--- config.mk ---
export PLATFORM = sky130hd
export DESIGN_NAME = earliest_deadline_timer_table_top
export DESIGN_NICKNAME = d
export VERILOG_FILES = /design/src/rtl/core/edtt_pkg.sv /design/src/rtl/core/earliest_deadline_timer_table_top.sv
export SDC_FILE = /design/constraint.sdc
export NUM_CORES = 2
export LEC_CHECK = 0
export BUFFER_PORTS_ARGS = -buffer_cell sky130_fd_sc_hd__buf_4
export CAP_MARGIN = 0
export CORE_MARGIN = 5
export CORE_UTILIZATION = 40
export CTS_CLUSTER_DIAMETER = 150
export DETAILED_ROUTE_END_ITERATION = 16
export PLACE_DENSITY = 0.54
export SETUP_SLACK_MARGIN = 0.4
export SLEW_MARGIN = 5
export SYNTH_ARGS = -nofsm -noshare
export SYNTH_HDL_FRONTEND = slang
export SYNTH_SLANG_ARGS = --single-unit
--- constraint.sdc ---
create_clock -name clk_i -period 16.2 [get_ports clk_i]
set_clock_uncertainty 0.2 [all_clocks]
set_input_delay 2.43 -clock clk_i [delete_from_list [all_inputs] [get_ports clk_i]]
set_output_delay 2.43 -clock clk_i [all_outputs]
set_load 0.05 [all_outputs]
--- src/rtl/core/edtt_pkg.sv ---
// Shared constants and codes for the earliest-deadline timer table.
package edtt_pkg;

  localparam int unsigned EDTT_SLOTS     = 32;
  localparam int unsigned EDTT_TAG_BITS  = 16;
  localparam int unsigned EDTT_TIME_BITS = 48;

  localparam int unsigned KIND_W    = 3;
  localparam int unsigned STATUS_W  = 2;
  localparam int unsigned DELAY_W   = 32;
  // ms -> us scale; 1000 < 2**10, so the product needs 10 extra bits
  localparam int unsigned US_PER_MS = 1000;
  localparam int unsigned SPAN_W    = DELAY_W + 10;

  typedef enum logic [KIND_W-1:0] {
    KIND_ADD    = 3'd0,
    KIND_FIRE   = 3'd1,
    KIND_REMOVE = 3'd2,
    KIND_FIND   = 3'd3,
    KIND_QUERY  = 3'd4,
    KIND_CLEAR  = 3'd5
  } edtt_kind_e;

  typedef enum logic [STATUS_W-1:0] {
    STAT_OK   = 2'd0,
    STAT_NONE = 2'd1,
    STAT_FULL = 2'd2
  } edtt_status_e;

endpackage

--- src/rtl/core/earliest_deadline_timer_table_top.sv ---
// Earliest-deadline one-shot timer table: slot memory, scan and compaction control.
//
//  channel   dir  handshake                   payload (lowest bit up)
//  -------   ---  --------------------------  -------------------------------------
//  s_axis    in   s_axis_tvalid/s_axis_tready  tuser: kind; tdata: now_us, delay_ms, tag
//  m_axis    out  m_axis_tvalid/m_axis_tready  tdata: status, fired_tag, wait_us
//
// Fire, remove, find and query scan every live timer; a fire or remove that hits
// then moves each entry above the hit down one slot. The pace of both is set by the
// single read port of the slot memory: one entry per cycle.
// Reset: the fill count goes to zero, so no clearing pass over the memory is needed.
// Stalls: a finished result sits in the output register; the next item is taken
// meanwhile, and only its own result waits until that register frees up.
module earliest_deadline_timer_table_top #(
  parameter int unsigned SLOTS     = edtt_pkg::EDTT_SLOTS,
  parameter int unsigned TAG_BITS  = edtt_pkg::EDTT_TAG_BITS,
  parameter int unsigned TIME_BITS = edtt_pkg::EDTT_TIME_BITS,
  localparam int unsigned IN_W  =
    ((TIME_BITS + edtt_pkg::DELAY_W + TAG_BITS + 7) / 8) * 8,
  localparam int unsigned OUT_W =
    ((edtt_pkg::STATUS_W + TAG_BITS + TIME_BITS + 7) / 8) * 8
) (
  input  logic                          clk_i,
  input  logic                          rst_ni,
  input  logic                          s_axis_tvalid,
  output logic                          s_axis_tready,
  // now_us, delay_ms, tag
  input  logic [IN_W-1:0]               s_axis_tdata,
  // kind
  input  logic [edtt_pkg::KIND_W-1:0]   s_axis_tuser,
  output logic                          m_axis_tvalid,
  input  logic                          m_axis_tready,
  // status, fired_tag, wait_us
  output logic [OUT_W-1:0]              m_axis_tdata
);
  import edtt_pkg::*;

  localparam int unsigned IDX_W = (SLOTS > 1) ? $clog2(SLOTS) : 1;
  localparam int unsigned CNT_W = $clog2(SLOTS + 1);
  localparam int unsigned SUM_W = ((TIME_BITS > SPAN_W) ? TIME_BITS : SPAN_W) + 1;
  localparam int unsigned OUT_PAD = OUT_W - STATUS_W - TAG_BITS - TIME_BITS;

  typedef struct packed {
    logic [TIME_BITS-1:0] dl;
    logic [TAG_BITS-1:0]  tag;
  } entry_t;

  typedef enum logic [2:0] {
    ST_IDLE, ST_ADD, ST_SCAN, ST_DECIDE, ST_SHIFT, ST_RESP
  } state_e;

  // Slot memory: live timers packed at 0..cnt-1, oldest at 0, newest at cnt-1.
  entry_t mem [SLOTS];
  entry_t mem_rd_q;
  logic             mem_we;
  logic [IDX_W-1:0] mem_wa, mem_ra;
  entry_t           mem_wd;

  state_e               state_q, state_d;
  edtt_kind_e           kind_q, kind_d;
  logic [TIME_BITS-1:0] now_q, now_d;
  logic [TAG_BITS-1:0]  tag_q, tag_d;
  logic [SPAN_W-1:0]    span_q, span_d;
  logic [CNT_W-1:0]     cnt_q, cnt_d;
  logic [CNT_W-1:0]     rd_ptr_q, rd_ptr_d;
  logic                 rd_pend_q, rd_pend_d;
  logic [IDX_W-1:0]     chk_ptr_q, chk_ptr_d;
  logic [TIME_BITS-1:0] best_dl_q, best_dl_d;
  logic [TAG_BITS-1:0]  best_tag_q, best_tag_d;
  logic [IDX_W-1:0]     best_idx_q, best_idx_d;
  logic                 hit_q, hit_d;
  edtt_status_e         pend_status_q, pend_status_d;
  logic [TAG_BITS-1:0]  pend_fired_q, pend_fired_d;
  logic [TIME_BITS-1:0] pend_wait_q, pend_wait_d;
  logic                 out_valid_q, out_valid_d;
  edtt_status_e         out_status_q, out_status_d;
  logic [TAG_BITS-1:0]  out_fired_q, out_fired_d;
  logic [TIME_BITS-1:0] out_wait_q, out_wait_d;

  logic                 accept, issue, last_chk;
  logic [SUM_W-1:0]     dl_sum;
  logic [TIME_BITS-1:0] dl_sat;

  assign s_axis_tready = (state_q == ST_IDLE);
  assign accept        = s_axis_tvalid & s_axis_tready;
  assign issue         = (rd_ptr_q < cnt_q);
  assign last_chk      = (CNT_W'(chk_ptr_q) == (cnt_q - CNT_W'(1)));

  // deadline = now + span, saturated at the largest time value
  assign dl_sum = SUM_W'(now_q) + SUM_W'(span_q);
  assign dl_sat = (|dl_sum[SUM_W-1:TIME_BITS]) ? {TIME_BITS{1'b1}}
                                               : dl_sum[TIME_BITS-1:0];

  always_comb begin
    state_d       = state_q;
    kind_d        = kind_q;
    now_d         = now_q;
    tag_d         = tag_q;
    span_d        = span_q;
    cnt_d         = cnt_q;
    rd_ptr_d      = rd_ptr_q;
    rd_pend_d     = rd_pend_q;
    chk_ptr_d     = chk_ptr_q;
    best_dl_d     = best_dl_q;
    best_tag_d    = best_tag_q;
    best_idx_d    = best_idx_q;
    hit_d         = hit_q;
    pend_status_d = pend_status_q;
    pend_fired_d  = pend_fired_q;
    pend_wait_d   = pend_wait_q;
    out_valid_d   = out_valid_q;
    out_status_d  = out_status_q;
    out_fired_d   = out_fired_q;
    out_wait_d    = out_wait_q;
    mem_we        = 1'b0;
    mem_wa        = chk_ptr_q - IDX_W'(1);
    mem_wd        = mem_rd_q;
    mem_ra        = rd_ptr_q[IDX_W-1:0];

    if (m_axis_tready) begin
      out_valid_d = 1'b0;
    end

    // read issue shared by scan and compaction
    if (state_q == ST_SCAN || state_q == ST_SHIFT) begin
      rd_pend_d = issue;
      if (issue) begin
        rd_ptr_d  = rd_ptr_q + CNT_W'(1);
        chk_ptr_d = rd_ptr_q[IDX_W-1:0];
      end
    end

    case (state_q)
      ST_IDLE: begin
        if (accept) begin
          kind_d        = edtt_kind_e'(s_axis_tuser);
          now_d         = s_axis_tdata[TIME_BITS-1:0];
          span_d        = SPAN_W'(s_axis_tdata[TIME_BITS +: DELAY_W]) * SPAN_W'(US_PER_MS);
          tag_d         = s_axis_tdata[TIME_BITS+DELAY_W +: TAG_BITS];
          hit_d         = 1'b0;
          rd_ptr_d      = '0;
          rd_pend_d     = 1'b0;
          pend_status_d = STAT_NONE;
          pend_fired_d  = '0;
          pend_wait_d   = '0;
          case (edtt_kind_e'(s_axis_tuser))
            KIND_ADD: begin
              state_d = ST_ADD;
            end
            KIND_FIRE, KIND_REMOVE, KIND_FIND, KIND_QUERY: begin
              state_d = (cnt_q == '0) ? ST_RESP : ST_SCAN;
            end
            KIND_CLEAR: begin
              cnt_d         = '0;
              pend_status_d = STAT_OK;
              state_d       = ST_RESP;
            end
            default: begin
              state_d = ST_RESP;
            end
          endcase
        end
      end
      ST_ADD: begin
        if (cnt_q == CNT_W'(SLOTS)) begin
          pend_status_d = STAT_FULL;
        end else begin
          mem_we        = 1'b1;
          mem_wa        = cnt_q[IDX_W-1:0];
          mem_wd        = '{dl: dl_sat, tag: tag_q};
          cnt_d         = cnt_q + CNT_W'(1);
          pend_status_d = STAT_OK;
        end
        state_d = ST_RESP;
      end
      ST_SCAN: begin
        if (rd_pend_q) begin
          if (kind_q == KIND_FIRE || kind_q == KIND_QUERY) begin
            // strict compare keeps the older entry on a tie
            if (chk_ptr_q == '0 || mem_rd_q.dl < best_dl_q) begin
              best_dl_d  = mem_rd_q.dl;
              best_tag_d = mem_rd_q.tag;
              best_idx_d = chk_ptr_q;
            end
          end else if (mem_rd_q.tag == tag_q) begin
            // last match in the scan is the newest one
            hit_d      = 1'b1;
            best_idx_d = chk_ptr_q;
          end
          if (last_chk) begin
            state_d = ST_DECIDE;
          end
        end
      end
      ST_DECIDE: begin
        rd_ptr_d  = CNT_W'(best_idx_q) + CNT_W'(1);
        rd_pend_d = 1'b0;
        state_d   = ST_RESP;
        case (kind_q)
          KIND_FIRE: begin
            if (best_dl_q <= now_q) begin
              pend_status_d = STAT_OK;
              pend_fired_d  = best_tag_q;
              state_d       = ST_SHIFT;
            end
          end
          KIND_QUERY: begin
            pend_status_d = STAT_OK;
            pend_wait_d   = (best_dl_q >= now_q) ? (best_dl_q - now_q)
                                                 : TIME_BITS'(1);
          end
          KIND_REMOVE: begin
            if (hit_q) begin
              pend_status_d = STAT_OK;
              state_d       = ST_SHIFT;
            end
          end
          KIND_FIND: begin
            if (hit_q) begin
              pend_status_d = STAT_OK;
            end
          end
          default: begin
            state_d = ST_RESP;
          end
        endcase
      end
      ST_SHIFT: begin
        // entry j read last cycle moves down to j-1
        if (rd_pend_q) begin
          mem_we = 1'b1;
        end
        if (!issue && !rd_pend_q) begin
          cnt_d   = cnt_q - CNT_W'(1);
          state_d = ST_RESP;
        end
      end
      ST_RESP: begin
        if (!out_valid_q || m_axis_tready) begin
          out_valid_d  = 1'b1;
          out_status_d = pend_status_q;
          out_fired_d  = pend_fired_q;
          out_wait_d   = pend_wait_q;
          state_d      = ST_IDLE;
        end
      end
      default: begin
        state_d = ST_IDLE;
      end
    endcase
  end

  always_ff @(posedge clk_i or negedge rst_ni) begin
    if (!rst_ni) begin
      state_q     <= ST_IDLE;
      cnt_q       <= '0;
      rd_pend_q   <= 1'b0;
      out_valid_q <= 1'b0;
    end else begin
      state_q     <= state_d;
      cnt_q       <= cnt_d;
      rd_pend_q   <= rd_pend_d;
      out_valid_q <= out_valid_d;
    end
  end

  always_ff @(posedge clk_i) begin
    kind_q        <= kind_d;
    now_q         <= now_d;
    tag_q         <= tag_d;
    span_q        <= span_d;
    rd_ptr_q      <= rd_ptr_d;
    chk_ptr_q     <= chk_ptr_d;
    best_dl_q     <= best_dl_d;
    best_tag_q    <= best_tag_d;
    best_idx_q    <= best_idx_d;
    hit_q         <= hit_d;
    pend_status_q <= pend_status_d;
    pend_fired_q  <= pend_fired_d;
    pend_wait_q   <= pend_wait_d;
    out_status_q  <= out_status_d;
    out_fired_q   <= out_fired_d;
    out_wait_q    <= out_wait_d;
  end

  // slot memory, one write and one registered read per cycle
  always_ff @(posedge clk_i) begin
    if (mem_we) begin
      mem[mem_wa] <= mem_wd;
    end
    mem_rd_q <= mem[mem_ra];
  end

  assign m_axis_tvalid = out_valid_q;
  assign m_axis_tdata  = {{OUT_PAD{1'b0}}, out_wait_q, out_fired_q, out_status_q};

  a_cnt_bound: assert property (@(posedge clk_i) disable iff (!rst_ni)
    cnt_q <= CNT_W'(SLOTS))
    else $error("fill count above slot count");

  a_we_state: assert property (@(posedge clk_i) disable iff (!rst_ni)
    mem_we |-> (state_q == ST_ADD || state_q == ST_SHIFT))
    else $error("slot write outside add or compaction");

  a_shift_addr: assert property (@(posedge clk_i) disable iff (!rst_ni)
    (mem_we && state_q == ST_SHIFT) |-> (CNT_W'(mem_wa) < cnt_q - CNT_W'(1)))
    else $error("compaction writes past live range");

  a_chk_live: assert property (@(posedge clk_i) disable iff (!rst_ni)
    (rd_pend_q && (state_q == ST_SCAN || state_q == ST_SHIFT))
      |-> (CNT_W'(chk_ptr_q) < cnt_q))
    else $error("read of a slot beyond the fill count");

  a_cnt_change: assert property (@(posedge clk_i) disable iff (!rst_ni)
    (cnt_q != cnt_d) |-> (state_q == ST_ADD || state_q == ST_SHIFT || accept))
    else $error("fill count moved outside add, compaction or clear");

endmodule

==> run_results.csv <==
group,metric,value,unit
outcome,status,"finished, final reports clean",
timing,setup_violations,0,
detailed_routing,drtPass1Iterations,5,
synth,async_reset_ff_share,0.450,%
run,cap_violations,0,
placed_design,placed_cells,8748,
timing,hold_viol_final,0,
timing,finalSetupTns,0,ns
placed_design,placed_area,0.109,mm²
floorplanning,start_util,40.1,%
cells_and_area,final_area,0.117,mm²
timing,rsz0062_at_grt,"no",
clock_network,cts.path.max_buffers,4,
synth,avgSynthCellArea,19.5,µm²
timing,fmax,141,MHz
placed_design,dpl.hpwl,156000,µm
grt,grt_overflow,0,
cells_and_area,nFillCells,21642,
floorplanning,core,0.256,mm²
detailed_routing,drc,0,
clock_network,cts_buffers,280,
worst_hold_path,hold_path.class,"reg -> reg",
cells_and_area,layout-drive-gt1-share,25.6,%
power,peakVddDrop,97.2,µV
clock_network,h-tree-depth,5,
synth,synth.top_cell.area_share,69.0,%
synth,ys_top_cells_by_count,"edfxtp_1 (2361), mux4_2 (640), inv_1 (289)",
grt,use_met3,3.08,%
critical_path,cp.required,16.65,ns
power,power_density,118,mW/mm²
timing,holdWs,0.211,ns
placed_design,io_buffers,170,
synth,netlist_instances,5279,
synth,synth.most_common_cell,"edfxtp_1",
floorplanning,rows,186,
detailed_routing,wire_per_inst,29.6,µm
clock_network,clkTransAtPathRegs,0.06,ns
placed_design,place.gp.congestion,0.862,
synth,mappedNetlistArea,0.103,mm²
clock_network,postCtsSetupRepairBufs,0,
detailed_routing,vias_per_cell,5.68,
timing,fin_ws,9.10,ns
cells_and_area,fin_nets,6100,
critical_path,start_kind,"input pin",
grt,grt_busiest_layer,"met2",
timing,relSlewSlack,14.5,%
critical_path,rrSetupSlack,9.99,ns
timing,fin_crit,7.10,ns
timing,period_share,43.9,%
grt,track_usage,20.3,%
detailed_routing,vias,52473,
power,total_power,13.9,mW
synth,synth_cell_type_count,95,
detailed_routing,final_antenna_net_count,0,
critical_path,path_class,"in -> reg",
grt,grt_start_max_net_pins,146,
clock_network,cts_tree,"built",
synth,synth-edff-count,2361,
clock_network,insertion_delay,0.94,ns
detailed_routing,drtIter0Drc,5165,
floorplanning,die_w,517,µm
timing,worstMarginPinSlew,1.28,ns
power,leakagePower,31.4,nW
synth,synth_top_cell_by_area,"edfxtp_1",
cells_and_area,final_util,45.8,%
synth,ys_top_cells_by_area,"edfxtp_1 (69%), mux4_2 (14%), ha_1 (2.8%), fa_1 (2.3%), dfxtp_1 (1.4%)",
clock_network,ctsResizeCount,0,
grt,use_met2,32.1,%
cells_and_area,syn_to_final_growth,14.2,%
critical_path,cp_max_fo,6,
clock_network,cts.sinks,2442,
synth,synth_ff_type,"edfxtp_1",
floorplanning,ioPinCount,177,
clock_network,cts_root_buf,"clkbuf_16",
grt,antenna_found_initial,7,
timing,final_max_slew_viol_count,0,
grt,first_global_vias,53256,
placed_design,post-place-ws,8.13,ns
critical_path,arrival,7.56,ns
critical_path,endpoint_kind,"register",
grt,grt_pass1_wl,391000,µm
grt,grtUsageMet1,30.2,%
detailed_routing,wl,273000,µm
clock_network,ctsHoldBuffers,0,
floorplanning,fp.dieArea,0.267,mm²
synth,yosysWarnings,0,
cells_and_area,fin_cells,9233,
synth,ys_seq_elements,2442,
synth,yosysSeqAreaShare,70.6,%
floorplanning,fp.dieH,517,µm
-- report_power, final --
group                  switching (mW)  internal, mW  leakage (nW)  total, mW
combinational                   0.618         0.481          12.6       1.10
clock                            2.44          3.46          4.12       5.89
sequential     0.00000000000000000532          6.89          14.8       6.89
-- sequential cells by signal, summed over array words and instances (netlist names), 5 cells and up --
| name | count |
|---|---|
| cnt_q | 6 |
| out_wait_q | 48 |
| pend_wait_q | 48 |
| out_fired_q | 16 |
| mem | 2048 |
| span_q | 39 |
| best_idx_q | 5 |
| tag_q | 16 |
| rd_ptr_q | 6 |
| best_tag_q | 16 |
| chk_ptr_q | 5 |
| pend_fired_q | 16 |
| best_dl_q | 48 |
| mem_rd_q | 64 |
| now_q | 48 |
-- logic make-up after synthesis --
kind of cell               Yosys count  share of synthesized area (%)
buffers and inverters              504                           1.92
xor gates and xnor gates           145                           1.24
and+or+nand+nor                    591                           2.70
DFF                               2442                           70.6
adders and majority gates          351                           5.14
muxes                              711                           14.8
other                                1                        0.00365
AOI/OAI and AO/OA                  534                           3.57
-- placed cells by master (no fill, tap or decap), types with 49 or more instances in the layout --
| master | count |
|---|---|
| a21o_1 | 96 |
| a21oi_1 | 139 |
| buf_4 | 293 |
| clkbuf_1 | 70 |
| clkbuf_16 | 287 |
| clkinv_1 | 49 |
| dfxtp_1 | 65 |
| edfxtp_1 | 2361 |
| fa_1 | 119 |
| ha_1 | 232 |
| inv_1 | 289 |
| mux2_2 | 66 |
| mux4_2 | 640 |
| nand2_1 | 149 |
| nor2_1 | 164 |
| o21ai_0 | 81 |
| xnor2_1 | 77 |
| xor2_1 | 68 |
-- worst max-delay path, cell delays in order --
cell and delay (ns):
buf_4 0.12, inv_1 0.24, fa_1 0.49, fa_1 0.49, fa_1 0.51, inv_1 0.05, fa_1 0.44, ha_1 0.37
a211oi_1 0.27, o211ai_1 0.18, a221oi_2 0.53, nor3_1 0.14, o21ai_1 0.26, a21oi_1 0.16, o21a_1 0.20, o41a_1 0.36
a211oi_2 0.22, xnor2_1 0.08
-- layer usage --
metal  share of wire (%)  vias to the layer above
met2                  47                     1715
met1                  45                    28459
met4                 1.8                        0
li1                    -                    21972
met5                   0                        -
met3                 6.0                      327
-- area by class of cell --
cell class	instances	area (µm²)	share of cell area (%)
Sequential cell	2442	72600	61.9
Multi-Input combinational cell	2338	28700	24.5
Clock buffer	366	7570	6.45
Antenna cell	3	7.51	0.00640
Tap cell	3384	4230	3.61
Inverter	289	1080	0.924
Timing Repair Buffer	295	2240	1.91
Clock inverter	116	886	0.755
-- path summary, 6_finish.rpt --
check,from,endpoint,depth (start not counted)
max in group asynchronous,rst_ni,cnt_q[4],1
setup reg to reg,state_q[0],mem[20][37],11
hold / removal,pend_wait_q[19],out_wait_q[19],0
min in group asynchronous,rst_ni,cnt_q[1],1
hold reg to reg,pend_wait_q[19],out_wait_q[19],0
setup / recovery,s_axis_tdata[54],span_q[40],18
Power figures use the tool's default switching activity.
